--- src/design/mpq_pkg.sv ---
// shared types and constants for the max priority queue
// no dependencies; used by mpq_ctrl and max_priority_queue_top
package mpq_pkg;

    localparam int PRIO_W   = 16;
    localparam int STATUS_W = 2;

    typedef enum logic [STATUS_W-1:0] {
        ST_INSERTED = 2'd0,
        ST_REMOVED  = 2'd1,
        ST_EMPTY    = 2'd2,
        ST_FULL     = 2'd3
    } status_t;

    localparam logic OP_INSERT = 1'b0;
    localparam logic OP_REMOVE = 1'b1;

endpackage

--- src/design/mpq_store.sv ---
// entry store: priority and payload memories, one write and one read port
// read data is registered; no package dependency
module mpq_store #(
    parameter int DEPTH        = 16,
    parameter int PAYLOAD_BITS = 32,
    parameter int PRIO_BITS    = 16,
    parameter int ADDR_W       = 4
) (
    input  logic                    clk,
    input  logic                    wr_en,
    input  logic [ADDR_W-1:0]       wr_addr,
    input  logic [PRIO_BITS-1:0]    wr_prio,
    input  logic [PAYLOAD_BITS-1:0] wr_pay,
    input  logic [ADDR_W-1:0]       rd_addr,
    output logic [PRIO_BITS-1:0]    rd_prio,
    output logic [PAYLOAD_BITS-1:0] rd_pay
);

    logic [PRIO_BITS-1:0]    prio_mem [DEPTH];
    logic [PAYLOAD_BITS-1:0] pay_mem  [DEPTH];

    always_ff @(posedge clk)
    begin
        if (wr_en)
        begin
            prio_mem[wr_addr] <= wr_prio;
            pay_mem[wr_addr]  <= wr_pay;
        end
        rd_prio <= prio_mem[rd_addr];
        rd_pay  <= pay_mem[rd_addr];
    end

endmodule

--- src/design/mpq_ctrl.sv ---
// sequencer: insert, max scan and compaction over the entry store, result register
// depends on mpq_pkg for status codes and op codes
module mpq_ctrl #(
    parameter int DEPTH        = 16,
    parameter int PAYLOAD_BITS = 32,
    parameter int ADDR_W       = 4,
    parameter int CNT_W        = 5
) (
    input  logic                         clk,
    input  logic                         rst_n,
    input  logic                         in_valid,
    output logic                         in_ready,
    input  logic                         in_op,
    input  logic [mpq_pkg::PRIO_W-1:0]   in_prio,
    input  logic [PAYLOAD_BITS-1:0]      in_pay,
    output logic                         out_valid,
    input  logic                         out_ready,
    output mpq_pkg::status_t             out_status,
    output logic [mpq_pkg::PRIO_W-1:0]   out_prio,
    output logic [PAYLOAD_BITS-1:0]      out_pay,
    output logic [CNT_W-1:0]             out_cnt,
    output logic                         wr_en,
    output logic [ADDR_W-1:0]            wr_addr,
    output logic [mpq_pkg::PRIO_W-1:0]   wr_prio,
    output logic [PAYLOAD_BITS-1:0]      wr_pay,
    output logic [ADDR_W-1:0]            rd_addr,
    input  logic [mpq_pkg::PRIO_W-1:0]   rd_prio,
    input  logic [PAYLOAD_BITS-1:0]      rd_pay
);

    typedef enum logic [1:0] {
        S_IDLE,
        S_SCAN,
        S_SHIFT,
        S_PUBLISH
    } state_t;

    state_t                       state_reg, state_next;
    logic [CNT_W-1:0]             count_reg, count_next;
    logic [ADDR_W-1:0]            idx_reg, idx_next;
    logic [ADDR_W-1:0]            best_idx_reg, best_idx_next;
    logic [mpq_pkg::PRIO_W-1:0]   best_prio_reg, best_prio_next;
    logic [PAYLOAD_BITS-1:0]      best_pay_reg, best_pay_next;
    mpq_pkg::status_t             res_status_reg, res_status_next;
    logic                         out_valid_reg, out_valid_next;
    mpq_pkg::status_t             out_status_reg, out_status_next;
    logic [mpq_pkg::PRIO_W-1:0]   out_prio_reg, out_prio_next;
    logic [PAYLOAD_BITS-1:0]      out_pay_reg, out_pay_next;
    logic [CNT_W-1:0]             out_cnt_reg, out_cnt_next;

    logic             in_fire;
    logic             is_full;
    logic             idx_last;
    logic             take;
    logic [ADDR_W-1:0] scan_best;
    logic [CNT_W-1:0] count_m1;

    assign in_ready = (state_reg == S_IDLE);
    assign in_fire  = in_valid && in_ready;
    assign is_full  = (count_reg == CNT_W'(DEPTH));
    assign count_m1 = count_reg - CNT_W'(1);
    assign idx_last = (CNT_W'(idx_reg) == count_m1);
    // strictly greater keeps the oldest entry on ties
    assign take      = (idx_reg == '0) || (rd_prio > best_prio_reg);
    assign scan_best = take ? idx_reg : best_idx_reg;

    always_comb
    begin
        state_next      = state_reg;
        count_next      = count_reg;
        idx_next        = idx_reg;
        best_idx_next   = best_idx_reg;
        best_prio_next  = best_prio_reg;
        best_pay_next   = best_pay_reg;
        res_status_next = res_status_reg;
        out_valid_next  = out_valid_reg && !out_ready;
        out_status_next = out_status_reg;
        out_prio_next   = out_prio_reg;
        out_pay_next    = out_pay_reg;
        out_cnt_next    = out_cnt_reg;
        wr_en           = 1'b0;
        wr_addr         = count_reg[ADDR_W-1:0];
        wr_prio         = in_prio;
        wr_pay          = in_pay;
        rd_addr         = '0;

        unique case (state_reg)
            S_IDLE:
            begin
                if (in_fire)
                begin
                    best_prio_next = '0;
                    best_pay_next  = '0;
                    state_next     = S_PUBLISH;
                    if (in_op == mpq_pkg::OP_INSERT)
                    begin
                        if (is_full)
                        begin
                            res_status_next = mpq_pkg::ST_FULL;
                        end
                        else
                        begin
                            wr_en           = 1'b1;
                            count_next      = count_reg + CNT_W'(1);
                            res_status_next = mpq_pkg::ST_INSERTED;
                        end
                    end
                    else if (count_reg == '0)
                    begin
                        res_status_next = mpq_pkg::ST_EMPTY;
                    end
                    else
                    begin
                        // entry 0 read now, arrives in the first scan cycle
                        res_status_next = mpq_pkg::ST_REMOVED;
                        idx_next        = '0;
                        state_next      = S_SCAN;
                    end
                end
            end
            S_SCAN:
            begin
                best_idx_next = scan_best;
                if (take)
                begin
                    best_prio_next = rd_prio;
                    best_pay_next  = rd_pay;
                end
                if (!idx_last)
                begin
                    rd_addr  = idx_reg + ADDR_W'(1);
                    idx_next = idx_reg + ADDR_W'(1);
                end
                else if (CNT_W'(scan_best) != count_m1)
                begin
                    // start closing the gap behind the removed entry
                    rd_addr    = scan_best + ADDR_W'(1);
                    idx_next   = scan_best + ADDR_W'(1);
                    state_next = S_SHIFT;
                end
                else
                begin
                    count_next = count_m1;
                    state_next = S_PUBLISH;
                end
            end
            S_SHIFT:
            begin
                // write goes one below the read, so no address overlap
                wr_en   = 1'b1;
                wr_addr = idx_reg - ADDR_W'(1);
                wr_prio = rd_prio;
                wr_pay  = rd_pay;
                if (idx_last)
                begin
                    count_next = count_m1;
                    state_next = S_PUBLISH;
                end
                else
                begin
                    rd_addr  = idx_reg + ADDR_W'(1);
                    idx_next = idx_reg + ADDR_W'(1);
                end
            end
            S_PUBLISH:
            begin
                if (!out_valid_reg || out_ready)
                begin
                    out_valid_next  = 1'b1;
                    out_status_next = res_status_reg;
                    out_prio_next   = best_prio_reg;
                    out_pay_next    = best_pay_reg;
                    out_cnt_next    = count_reg;
                    state_next      = S_IDLE;
                end
            end
            default:
            begin
                state_next = S_IDLE;
            end
        endcase
    end

    always_ff @(posedge clk or negedge rst_n)
    begin
        if (!rst_n)
        begin
            state_reg      <= S_IDLE;
            count_reg      <= '0;
            idx_reg        <= '0;
            best_idx_reg   <= '0;
            best_prio_reg  <= '0;
            best_pay_reg   <= '0;
            res_status_reg <= mpq_pkg::ST_INSERTED;
            out_valid_reg  <= 1'b0;
            out_status_reg <= mpq_pkg::ST_INSERTED;
            out_prio_reg   <= '0;
            out_pay_reg    <= '0;
            out_cnt_reg    <= '0;
        end
        else
        begin
            state_reg      <= state_next;
            count_reg      <= count_next;
            idx_reg        <= idx_next;
            best_idx_reg   <= best_idx_next;
            best_prio_reg  <= best_prio_next;
            best_pay_reg   <= best_pay_next;
            res_status_reg <= res_status_next;
            out_valid_reg  <= out_valid_next;
            out_status_reg <= out_status_next;
            out_prio_reg   <= out_prio_next;
            out_pay_reg    <= out_pay_next;
            out_cnt_reg    <= out_cnt_next;
        end
    end

    assign out_valid  = out_valid_reg;
    assign out_status = out_status_reg;
    assign out_prio   = out_prio_reg;
    assign out_pay    = out_pay_reg;
    assign out_cnt    = out_cnt_reg;

    a_count_bound: assert property (@(posedge clk) disable iff (!rst_n)
        count_reg <= CNT_W'(DEPTH))
        else $error("entry count above depth");

    a_insert_count: assert property (@(posedge clk) disable iff (!rst_n)
        (in_fire && in_op == mpq_pkg::OP_INSERT && !is_full)
        |=> count_reg == $past(count_reg) + CNT_W'(1))
        else $error("insert did not bump entry count");

    a_empty_cnt: assert property (@(posedge clk) disable iff (!rst_n)
        (out_valid_reg && out_status_reg == mpq_pkg::ST_EMPTY) |-> out_cnt_reg == '0)
        else $error("empty status with nonzero count");

    a_full_cnt: assert property (@(posedge clk) disable iff (!rst_n)
        (out_valid_reg && out_status_reg == mpq_pkg::ST_FULL)
        |-> out_cnt_reg == CNT_W'(DEPTH))
        else $error("full status with count below depth");

    a_no_write_in_scan: assert property (@(posedge clk) disable iff (!rst_n)
        (state_reg == S_SCAN || state_reg == S_PUBLISH) |-> !wr_en)
        else $error("store written outside insert or shift");

endmodule

--- src/design/max_priority_queue_top.sv ---
// channel  dir  tdata (low bit up)                            tuser
// s_axis   in   priority_req[15:0], payload, zero pad           op
// m_axis   out  out_priority[15:0], out_payload, entry_count,   status
//               zero pad
//
// one item in flight at a time; every item gives one result item
// insert, full and empty cases go straight from idle to publish; a remove scans the
// stored entries with one store read per cycle, then, if the removed entry was not the last,
// does one read and one write per cycle to close the gap, set by the single read port
// reset clears the registers but not the store; the store needs no clearing pass
// a stalled result holds in the output register while the next item may be taken
//
// top level: stream packing around mpq_ctrl and mpq_store, uses mpq_pkg
module max_priority_queue_top #(
    parameter int DEPTH        = 16,
    parameter int PAYLOAD_BITS = 32
) (
    input  logic                  clk,
    input  logic                  rst_n,
    input  logic                  s_tvalid,
    output logic                  s_tready,
    // priority_req, payload, zero pad
    input  logic [((mpq_pkg::PRIO_W + PAYLOAD_BITS + 7) / 8) * 8 - 1:0] s_tdata,
    // op
    input  logic                  s_tuser,
    output logic                  m_tvalid,
    input  logic                  m_tready,
    // out_priority, out_payload, entry_count, zero pad
    output logic [((mpq_pkg::PRIO_W + PAYLOAD_BITS + $clog2(DEPTH + 1) + 7) / 8) * 8 - 1:0]
                                  m_tdata,
    // status
    output logic [mpq_pkg::STATUS_W-1:0] m_tuser
);

    localparam int ADDR_W  = $clog2(DEPTH);
    localparam int CNT_W   = $clog2(DEPTH + 1);
    localparam int PW      = mpq_pkg::PRIO_W;
    localparam int OUT_RAW = PW + PAYLOAD_BITS + CNT_W;
    localparam int OUT_W   = ((OUT_RAW + 7) / 8) * 8;

    logic                    wr_en;
    logic [ADDR_W-1:0]       wr_addr;
    logic [PW-1:0]           wr_prio;
    logic [PAYLOAD_BITS-1:0] wr_pay;
    logic [ADDR_W-1:0]       rd_addr;
    logic [PW-1:0]           rd_prio;
    logic [PAYLOAD_BITS-1:0] rd_pay;

    mpq_pkg::status_t        out_status;
    logic [PW-1:0]           out_prio;
    logic [PAYLOAD_BITS-1:0] out_pay;
    logic [CNT_W-1:0]        out_cnt;

    mpq_store #(
        .DEPTH        (DEPTH),
        .PAYLOAD_BITS (PAYLOAD_BITS),
        .PRIO_BITS    (PW),
        .ADDR_W       (ADDR_W)
    ) u_store (
        .clk     (clk),
        .wr_en   (wr_en),
        .wr_addr (wr_addr),
        .wr_prio (wr_prio),
        .wr_pay  (wr_pay),
        .rd_addr (rd_addr),
        .rd_prio (rd_prio),
        .rd_pay  (rd_pay)
    );

    mpq_ctrl #(
        .DEPTH        (DEPTH),
        .PAYLOAD_BITS (PAYLOAD_BITS),
        .ADDR_W       (ADDR_W),
        .CNT_W        (CNT_W)
    ) u_ctrl (
        .clk        (clk),
        .rst_n      (rst_n),
        .in_valid   (s_tvalid),
        .in_ready   (s_tready),
        .in_op      (s_tuser),
        .in_prio    (s_tdata[PW-1:0]),
        .in_pay     (s_tdata[PW+PAYLOAD_BITS-1:PW]),
        .out_valid  (m_tvalid),
        .out_ready  (m_tready),
        .out_status (out_status),
        .out_prio   (out_prio),
        .out_pay    (out_pay),
        .out_cnt    (out_cnt),
        .wr_en      (wr_en),
        .wr_addr    (wr_addr),
        .wr_prio    (wr_prio),
        .wr_pay     (wr_pay),
        .rd_addr    (rd_addr),
        .rd_prio    (rd_prio),
        .rd_pay     (rd_pay)
    );

    assign m_tdata = OUT_W'({out_cnt, out_pay, out_prio});
    assign m_tuser = out_status;

endmodule
--- config.mk ---
export PLATFORM = sky130hd
export DESIGN_NAME = max_priority_queue_top
export DESIGN_NICKNAME = d
export VERILOG_FILES = /design/src/design/mpq_pkg.sv /design/src/design/mpq_store.sv /design/src/design/mpq_ctrl.sv /design/src/design/max_priority_queue_top.sv
export SDC_FILE = /design/constraint.sdc
export NUM_CORES = 1
export LEC_CHECK = 0
export BUFFER_PORTS_ARGS = -buffer_cell sky130_fd_sc_hd__buf_2
export CAP_MARGIN = 20
export CORE_ASPECT_RATIO = 0.7
export CORE_MARGIN = 10
export CORE_UTILIZATION = 30
export DETAILED_ROUTE_END_ITERATION = 8
export HOLD_SLACK_MARGIN = 0.05
export PLACE_DENSITY_LB_ADDON = 0.2
export SLEW_MARGIN = 20
export SYNTH_ARGS = -nofsm -noshare
export SYNTH_HDL_FRONTEND = slang
export SYNTH_SLANG_ARGS = --single-unit
export TNS_END_PERCENT = 20
--- constraint.sdc ---
create_clock -name clk -period 3.9 [get_ports clk]
set_input_delay 0.195 -clock clk [delete_from_list [all_inputs] [get_ports clk]]
set_output_delay 0.195 -clock clk [all_outputs]
set_load 0.01 [all_outputs]
### Word level (Yosys, flattened, before mapping)

Memory sizes are Yosys's and may differ from the RTL's. A register that Yosys moved wholly into a read port is not among the register bits.
Index checks and enable logic that the tools add are counted.

| word-level totals | value |
|---|---|
| register bits | 121 |
| RAM bits | 768 |
| input port bits | 53 |
| output and inout port bits | 60 |
| word-level logic and storage cells | 102 |
| memories kept | 2 |

Memories:

| memory | depth | bits a word | rd ports | clocked after memory_dff | write ports | line | text |
|---|---|---|---|---|---|---|---|
| u_store.pay_mem | 16 | 32 | 1 | 1 | 1 | mpq_store.sv:20 | `logic [PAYLOAD_BITS-1:0] pay_mem [DEPTH];` |
| u_store.prio_mem | 16 | 16 | 1 | 1 | 1 | mpq_store.sv:19 | `logic [PRIO_BITS-1:0] prio_mem [DEPTH];` |

| operators by class | value |
|---|---|
| add/subtract/negate cells | 5 |
| $lt $le $gt $ge | 1 |
| eq/ne operators | 18 |
| multiplexer cells | 47 |
| reductions and logical operators | 17 |

Operator list:

| cell | number |
|---|---|
| $mux 32 | 3 |
| $pmux 32 s2 | 1 |
| $mux 16 | 3 |
| $mux 4 | 11 |
| $pmux 16 s2 | 1 |
| $mux 5 | 6 |
| $mux 2 | 9 |
| $gt 16x16->1 | 1 |
| $pmux 5 s3 | 1 |
| $ne 2x2->1 const B | 7 |
| $pmux 4 s3 | 1 |
| $add 4x1->4 const B | 2 |
| $mux 1 | 8 |
| $ne 2x1->1 const B | 4 |
| $pmux 2 s4 | 1 |
| $pmux 4 s2 | 1 |
| $reduce_and 7->1 | 1 |
| $reduce_and 6->1 | 1 |
| $add 5x1->5 const B | 1 |
| $eq 4x5->1 | 1 |
| $eq 5x5->1 const B | 1 |
| $logic_not 5->1 | 1 |
| $ne 4x5->1 | 1 |
| $sub 5x1->5 const B | 1 |
| 15 further kinds | 20 |

### Depth between registers and ports, before layout

| logic depth | value |
|---|---|
| depth in word-level cells | 7 |
| depth in mapped cells | 20 |
| depth with buffers taken out | 16 |

### Cells and area by module

A second synthesis with hierarchy kept.

| second synthesis, totals | value |
|---|---|
| cell total of the unflattened synthesis | 1919 |
| area total of the unflattened synthesis | 36366.1 sq um |

Modules (own cells, without submodules):

| module | instances | cells each | area each (sq um) | sequential area each (sq um) |
|---|---|---|---|---|
| mpq_store | 1 | 1242 | 29691.0 | 24023.0 |
| mpq_ctrl | 1 | 673 | 6648.9 | 3027.9 |
| max_priority_queue_top | 1 | 4 | 26.3 | 0.0 |

### Worst setup path after synthesis

No wires, ideal clock.

| path | value |
|---|---|
| path kind | flip-flop to flip-flop |
| start | register u_ctrl.best_prio_reg[15] (netlist name) |
| end | register u_store.rd_pay[22], read port of u_store.pay_mem |
| library setup time | 0.121 ns |
| arrival time | 4.045 ns |
| required time | 3.779 ns |
| slack | -0.265 ns |
| stages on the path, launching flop included | 17 |
| buffers on the path | 3 |
| clock period less this slack | 4.165 ns |
| cell sequence | dfrtp_1 inv_1 ha_1 nand4_2 or4_4 or2_1 buf_6 a21oi_1 o21ai_0 ha_1 xor2_1 o211ai_1 a21oi_1 o21ai_1 clkbuf_1 clkbuf_1 mux2_2 |

| between the ends | value |
|---|---|
| word-level cells in the longest chain between the ends | 7 |
| elaborated cells on any way between the ends | 8 |
| those cells by class | add/sub: 1; order compare: 1; eq/ne: 1; mux: 4; reduce/logical: 1 |

RTL lines:

| item | line | text |
|---|---|---|
| start, declared | mpq_ctrl.sv:42 | `logic [mpq_pkg::PRIO_W-1:0] best_prio_reg, best_prio_next;` |
| start signal, assigned | mpq_ctrl.sv:207 | `best_prio_reg <= best_prio_next;` |
| $gt 16x16->1 (*) | mpq_ctrl.sv:64 | `assign take = (idx_reg == '0) \|\| (rd_prio > best_prio_reg);` |
| $logic_or 1x1->1 (*) | mpq_ctrl.sv:64 |  |
| $mux 4 (*) | mpq_ctrl.sv:65 | `assign scan_best = take ? idx_reg : best_idx_reg;` |
| via u_ctrl.scan_best[1] | mpq_ctrl.sv:55 | `logic [ADDR_W-1:0] scan_best;` |
| $add 4x1->4 or $ne 4x5->1 (tied branches) | mpq_ctrl.sv:137, mpq_ctrl.sv:134 |  |
| $mux 4 (*) | mpq_ctrl.sv:134 | `else if (CNT_W'(scan_best) != count_m1)` |
| $mux 4 (*) | mpq_ctrl.sv:129 | `if (!idx_last)` |
| $pmux 4 s2 (*) | mpq_ctrl.sv:87 | `unique case (state_reg)` |
| end, declared | mpq_store.sv:16 | `output logic [PAYLOAD_BITS-1:0] rd_pay` |

The timed path passes the listed nets; every way through them passes the cells marked *.
A chain may end at the register's enable or synchronous reset.

### Worst setup path after layout

| path | value |
|---|---|
| start | register u_store.rd_prio[9], read port of u_store.prio_mem |
| end | register u_store.rd_pay[7], read port of u_store.pay_mem |

| between the ends | value |
|---|---|
| word-level cells in the longest chain between the ends | 7 |
| elaborated cells on any way between the ends | 8 |
| those cells by class | add/sub: 1; order compare: 1; eq/ne: 1; mux: 4; reduce/logical: 1 |

RTL lines:

| item | line | text |
|---|---|---|
| start, declared | mpq_store.sv:15 | `output logic [PRIO_BITS-1:0] rd_prio,` |
| $gt 16x16->1 (*) | mpq_ctrl.sv:64 |  |
| $logic_or 1x1->1 (*) | mpq_ctrl.sv:64 |  |
| $mux 4 (*) | mpq_ctrl.sv:65 |  |
| $add 4x1->4 or $ne 4x5->1 (tied branches) | mpq_ctrl.sv:137, mpq_ctrl.sv:134 |  |
| $mux 4 (*) | mpq_ctrl.sv:134 |  |
| $mux 4 (*) | mpq_ctrl.sv:129 |  |
| $pmux 4 s2 (*) | mpq_ctrl.sv:87 |  |

Mark *: on every way between the ends. The rest lies on a longest branch, timed or not.

==> results.py <==
metrics = {
    "cells_and_area": {
        "fin_area_mm2": 0.0519,
        "final_util_pct": 39.5,
        "nets": 3452,
        "largest_reg_flops": 512,
        "top_register": "u_store.pay_mem",
        "drive_gt1_share_pct": 31.6,
        "area_growth_pct": 30.3,
        "reg.largest.list": "u_store.pay_mem (512), u_store.prio_mem (256)",
        "fill_cells": 12300,
    },
    "floorplanning": {
        "initial_core_util_pct": 30.3,
        "core_area_mm2": 0.131,
        "ios": 113,
        "dieArea_mm2": 0.148,
        "row_count": 111,
        "fp.dieW_um": 456,
        "die_y_um": 325,
    },
    "job": {
        "drv_cap": 0,
    },
    "clock_tree": {
        "cts_tree": "yes",
        "h-tree-depth": 3,
        "clk_pin_slew_worst_paths_ns": 0.07,
        "cts_buffers": 95,
        "clock-sinks": 937,
        "root_buffer": "clkbuf_16",
        "insertion_delay_ns": 0.71,
        "clk_path_buf_depth": 3,
    },
    "critical_path": {
        "crit_arrival_ns": 4.95,
        "path_common_cell": "buf_12",
        "endpoint_kind": "flop",
        "cp_slowest_cell": "or4_4",
        "worstPathMaxFanout": 30,
        "start_kind": "flop",
        "worstSetupPathType": "flop to flop",
        "max_stage_delay_ns": 0.55,
        "crit_path_cell_trace": "ha_4 > nand2_4 > or4_4 > or2_4 > buf_6 > o211ai_1 > nand3_2 > mux2i_2 > and3_4 > buf_12 > buf_4 > o31ai_4 > buf_6 > buf_12 > buf_12 > buf_4 > nor2_1 > o32ai_1 > mux2_2",
        "crit_required_ns": 4.54,
    },
    "sta": {
        "drv_slew": 0,
        "fin_tns_setup_ns": -13.83,
        "hold_viol_final": 0,
        "maxSlewHeadroom_pct": 24.9,
        "max_freq_mhz": 232,
        "finalSetupViolCount": 48,
        "worst_slew_pin_slew_ns": 1.13,
        "period_share_pct": 110,
        "setup_ws_ns": -0.403,
        "rsz0062_at_grt": "true",
        "min_period_ns": 4.30,
        "final.setup_skew_ns": 0.0307,
    },
    "placement": {
        "gp_congestion": 0.782,
        "port_buffers": 109,
        "dp_hpwl_um": 73900,
        "dpl_cell_area_mm2": 0.0461,
    },
    "routing": {
        "wl_per_cell_um": 25.2,
        "drt-initial-drc-count": 2558,
        "drc": 0,
        "drt-pass1-iter-count": 5,
        "postRouteAntennaNets": 0,
        "routed_wl_um": 131000,
        "post_drt_via_cell_ratio": 5.21,
        "vias": 27100,
    },
    "synthesis": {
        "ys_warn_count": 0,
        "ys_ff_latch": 937,
        "synth_cells": 3040,
        "ys_async_sr_fraction_pct": 12.9,
        "synth-edff-count": 768,
        "netlist_area_mm2": 0.0399,
        "synth_cell_types": 69,
        "syn_avg_cell_area_um2": 13.1,
        "ys.flop_type": "edfxtp_1",
        "ys_seq_area_share_pct": 67.9,
    },
    "global_routing": {
        "grt_usage_pct": 16.5,
        "grt-ovfl-total": 0,
        "antenna_found_initial": 3,
        "grt_pass1_vias": 26000,
        "grt_max_degree": 106,
        "grt_pass1_wl_um": 186000,
    },
    "power_and_ir_drop": {
        "p_leak_nw": 18.4,
        "power_mw": 49.7,
        "power.density_mw_per_mm2": 958,
        "peakVddDrop_mv": 0.684,
    },
    "hold_path": {
        "worst_hold_path_type": "primary input to flop",
    },
    "run_status": {
        "failed_checks": "setup timing",
        "status": "complete, but fails checks",
    },
}
==> metrics by stage <==
step | hold slack (ns) | setup WS, ns | std cells
5_1_grt | 0.0849 | -0.531 | 5207
3_5_place_dp | 0.311 | -0.683 | 4935
2_1_floorplan | -0.101 | -0.171 | 3042
3_3_place_gp | 0.312 | -0.715 | 4935
6_report | 0.0843 | -0.403 | 5209
4_1_cts | 0.0505 | -0.398 | 5175
==> power breakdown <==
part / switching (mW) / internal (mW)
Clock: 4.07 / 5.39
Combinational: 15.0 / 11.2
Sequential: 0.817 / 13.3
==> cell usage in the layout, fill, tap and decap left out, types with 7 or more instances in the layout <==
cell type,instances
o221ai_1,77
clkinv_1,8
inv_1,214
buf_8,11
ha_1,12
nor2_4,18
mux2_2,116
o221ai_2,16
edfxtp_1,768
o21ai_0,46
clkbuf_8,15
nor2_1,307
buf_2,108
a21oi_1,13
a221oi_2,154
buf_6,36
dlygate4sd3_1,19
and2_1,190
o32ai_1,65
bufinv_16,7
clkbuf_1,26
mux2_4,19
a31oi_1,192
clkbuf_16,108
ha_4,14
xor2_1,7
dfxtp_1,40
nand2_1,118
buf_4,218
nand3_1,54
o32ai_2,29
nor3_1,9
buf_12,75
buf_16,12
dfrtp_1,121
clkinv_2,18
a221oi_4,33
nand2b_1,7
==> cell type report <==
class	instances	area, um^2	share of cell area [%]
Tap cell	1751	2190	4.22
Inverter	217	815	1.57
Sequential cell	937	27100	52.1
Clock buffer	139	2760	5.31
Timing Repair Buffer	493	5150	9.92
Antenna cell	3	7.51	0.0145
Clock inverter	40	432	0.831
Multi-Input combinational cell	1629	13500	26.0
==> worst max-delay path, delay by kind of cell, from the launching register on <==
kind,cells,cell delay [ns]
simple gates,6,1.31
buf+inv,7,1.08
compound gates,3,0.71
mux,2,0.40
flops,1,0.39
fa+ha+maj,1,0.30
==> cell families after synthesis <==
group	after synthesis	synth area share, %
flip-flops	937	67.9
AND/OR/NAND/NOR	749	8.87
AO/OA/AOI/OAI	695	13.4
buffers and inverters	478	4.80
multiplexers	141	3.97
adder cells (fa/ha/maj)	26	0.816
XOR/XNOR	13	0.286
other	1	0.00941
==> what timing repair did <==
| item | in CTS | in global routing |
|---|---|---|
| cloned | 11 | 16 |
| pin swaps | 48 | 39 |
| hold buffers | 19 | 0 |
| endpoints found under the setup margin | 51 | 56 |
| buffers inserted | 35 | 18 |
| gates resized for setup | 107 | 143 |
| hold endpoints to repair | 294 | 0 |
==> synthesized netlist by cell type (all sizes together), types with 20 or more instances <==
cell type / number / share of area, %
a21oi: 20 / 0.26
a221oi: 193 / 4.2
a31oi: 195 / 3.1
and2: 191 / 3.0
buf: 55 / 0.82
clkbuf: 206 / 1.9
dfrtp: 121 / 7.6
dfxtp: 48 / 2.4
edfxtp: 768 / 58
ha: 26 / 0.82
inv: 217 / 2.0
mux2: 135 / 3.8
nand2: 121 / 1.1
nand3: 58 / 0.73
nor2: 327 / 3.1
o21ai: 54 / 0.69
o221ai: 95 / 2.1
o32ai: 94 / 2.1
==> per-layer routing <==
metal  track usage (%)  vias up  share of wire, %
li1                  -    12300                 -
met4              3.93        0               2.1
met2              23.7      881                42
met3              3.26      157               6.7
met1              25.3    13800                49
met5                 0        -                 0
==> path summary, 6_finish.rpt <==
kind                       slack [ns]                       end               startpoint  depth (start not counted)
setup / recovery                -0.40         u_store.rd_pay[7]       u_store.rd_prio[9]                         19
hold / removal                   0.08  u_store.prio_mem[12][12]              s_tdata[12]                          2
setup reg to reg                -0.40         u_store.rd_pay[7]       u_store.rd_prio[9]                         19
hold reg to reg                  0.47   u_ctrl.best_pay_reg[11]  u_ctrl.best_pay_reg[11]                          2
max in group asynchronous        2.93   u_ctrl.best_pay_reg[15]                    rst_n                          3
min in group asynchronous        0.13       u_ctrl.out_prio[10]                    rst_n                          2
Power figures use the tool's default switching activity.
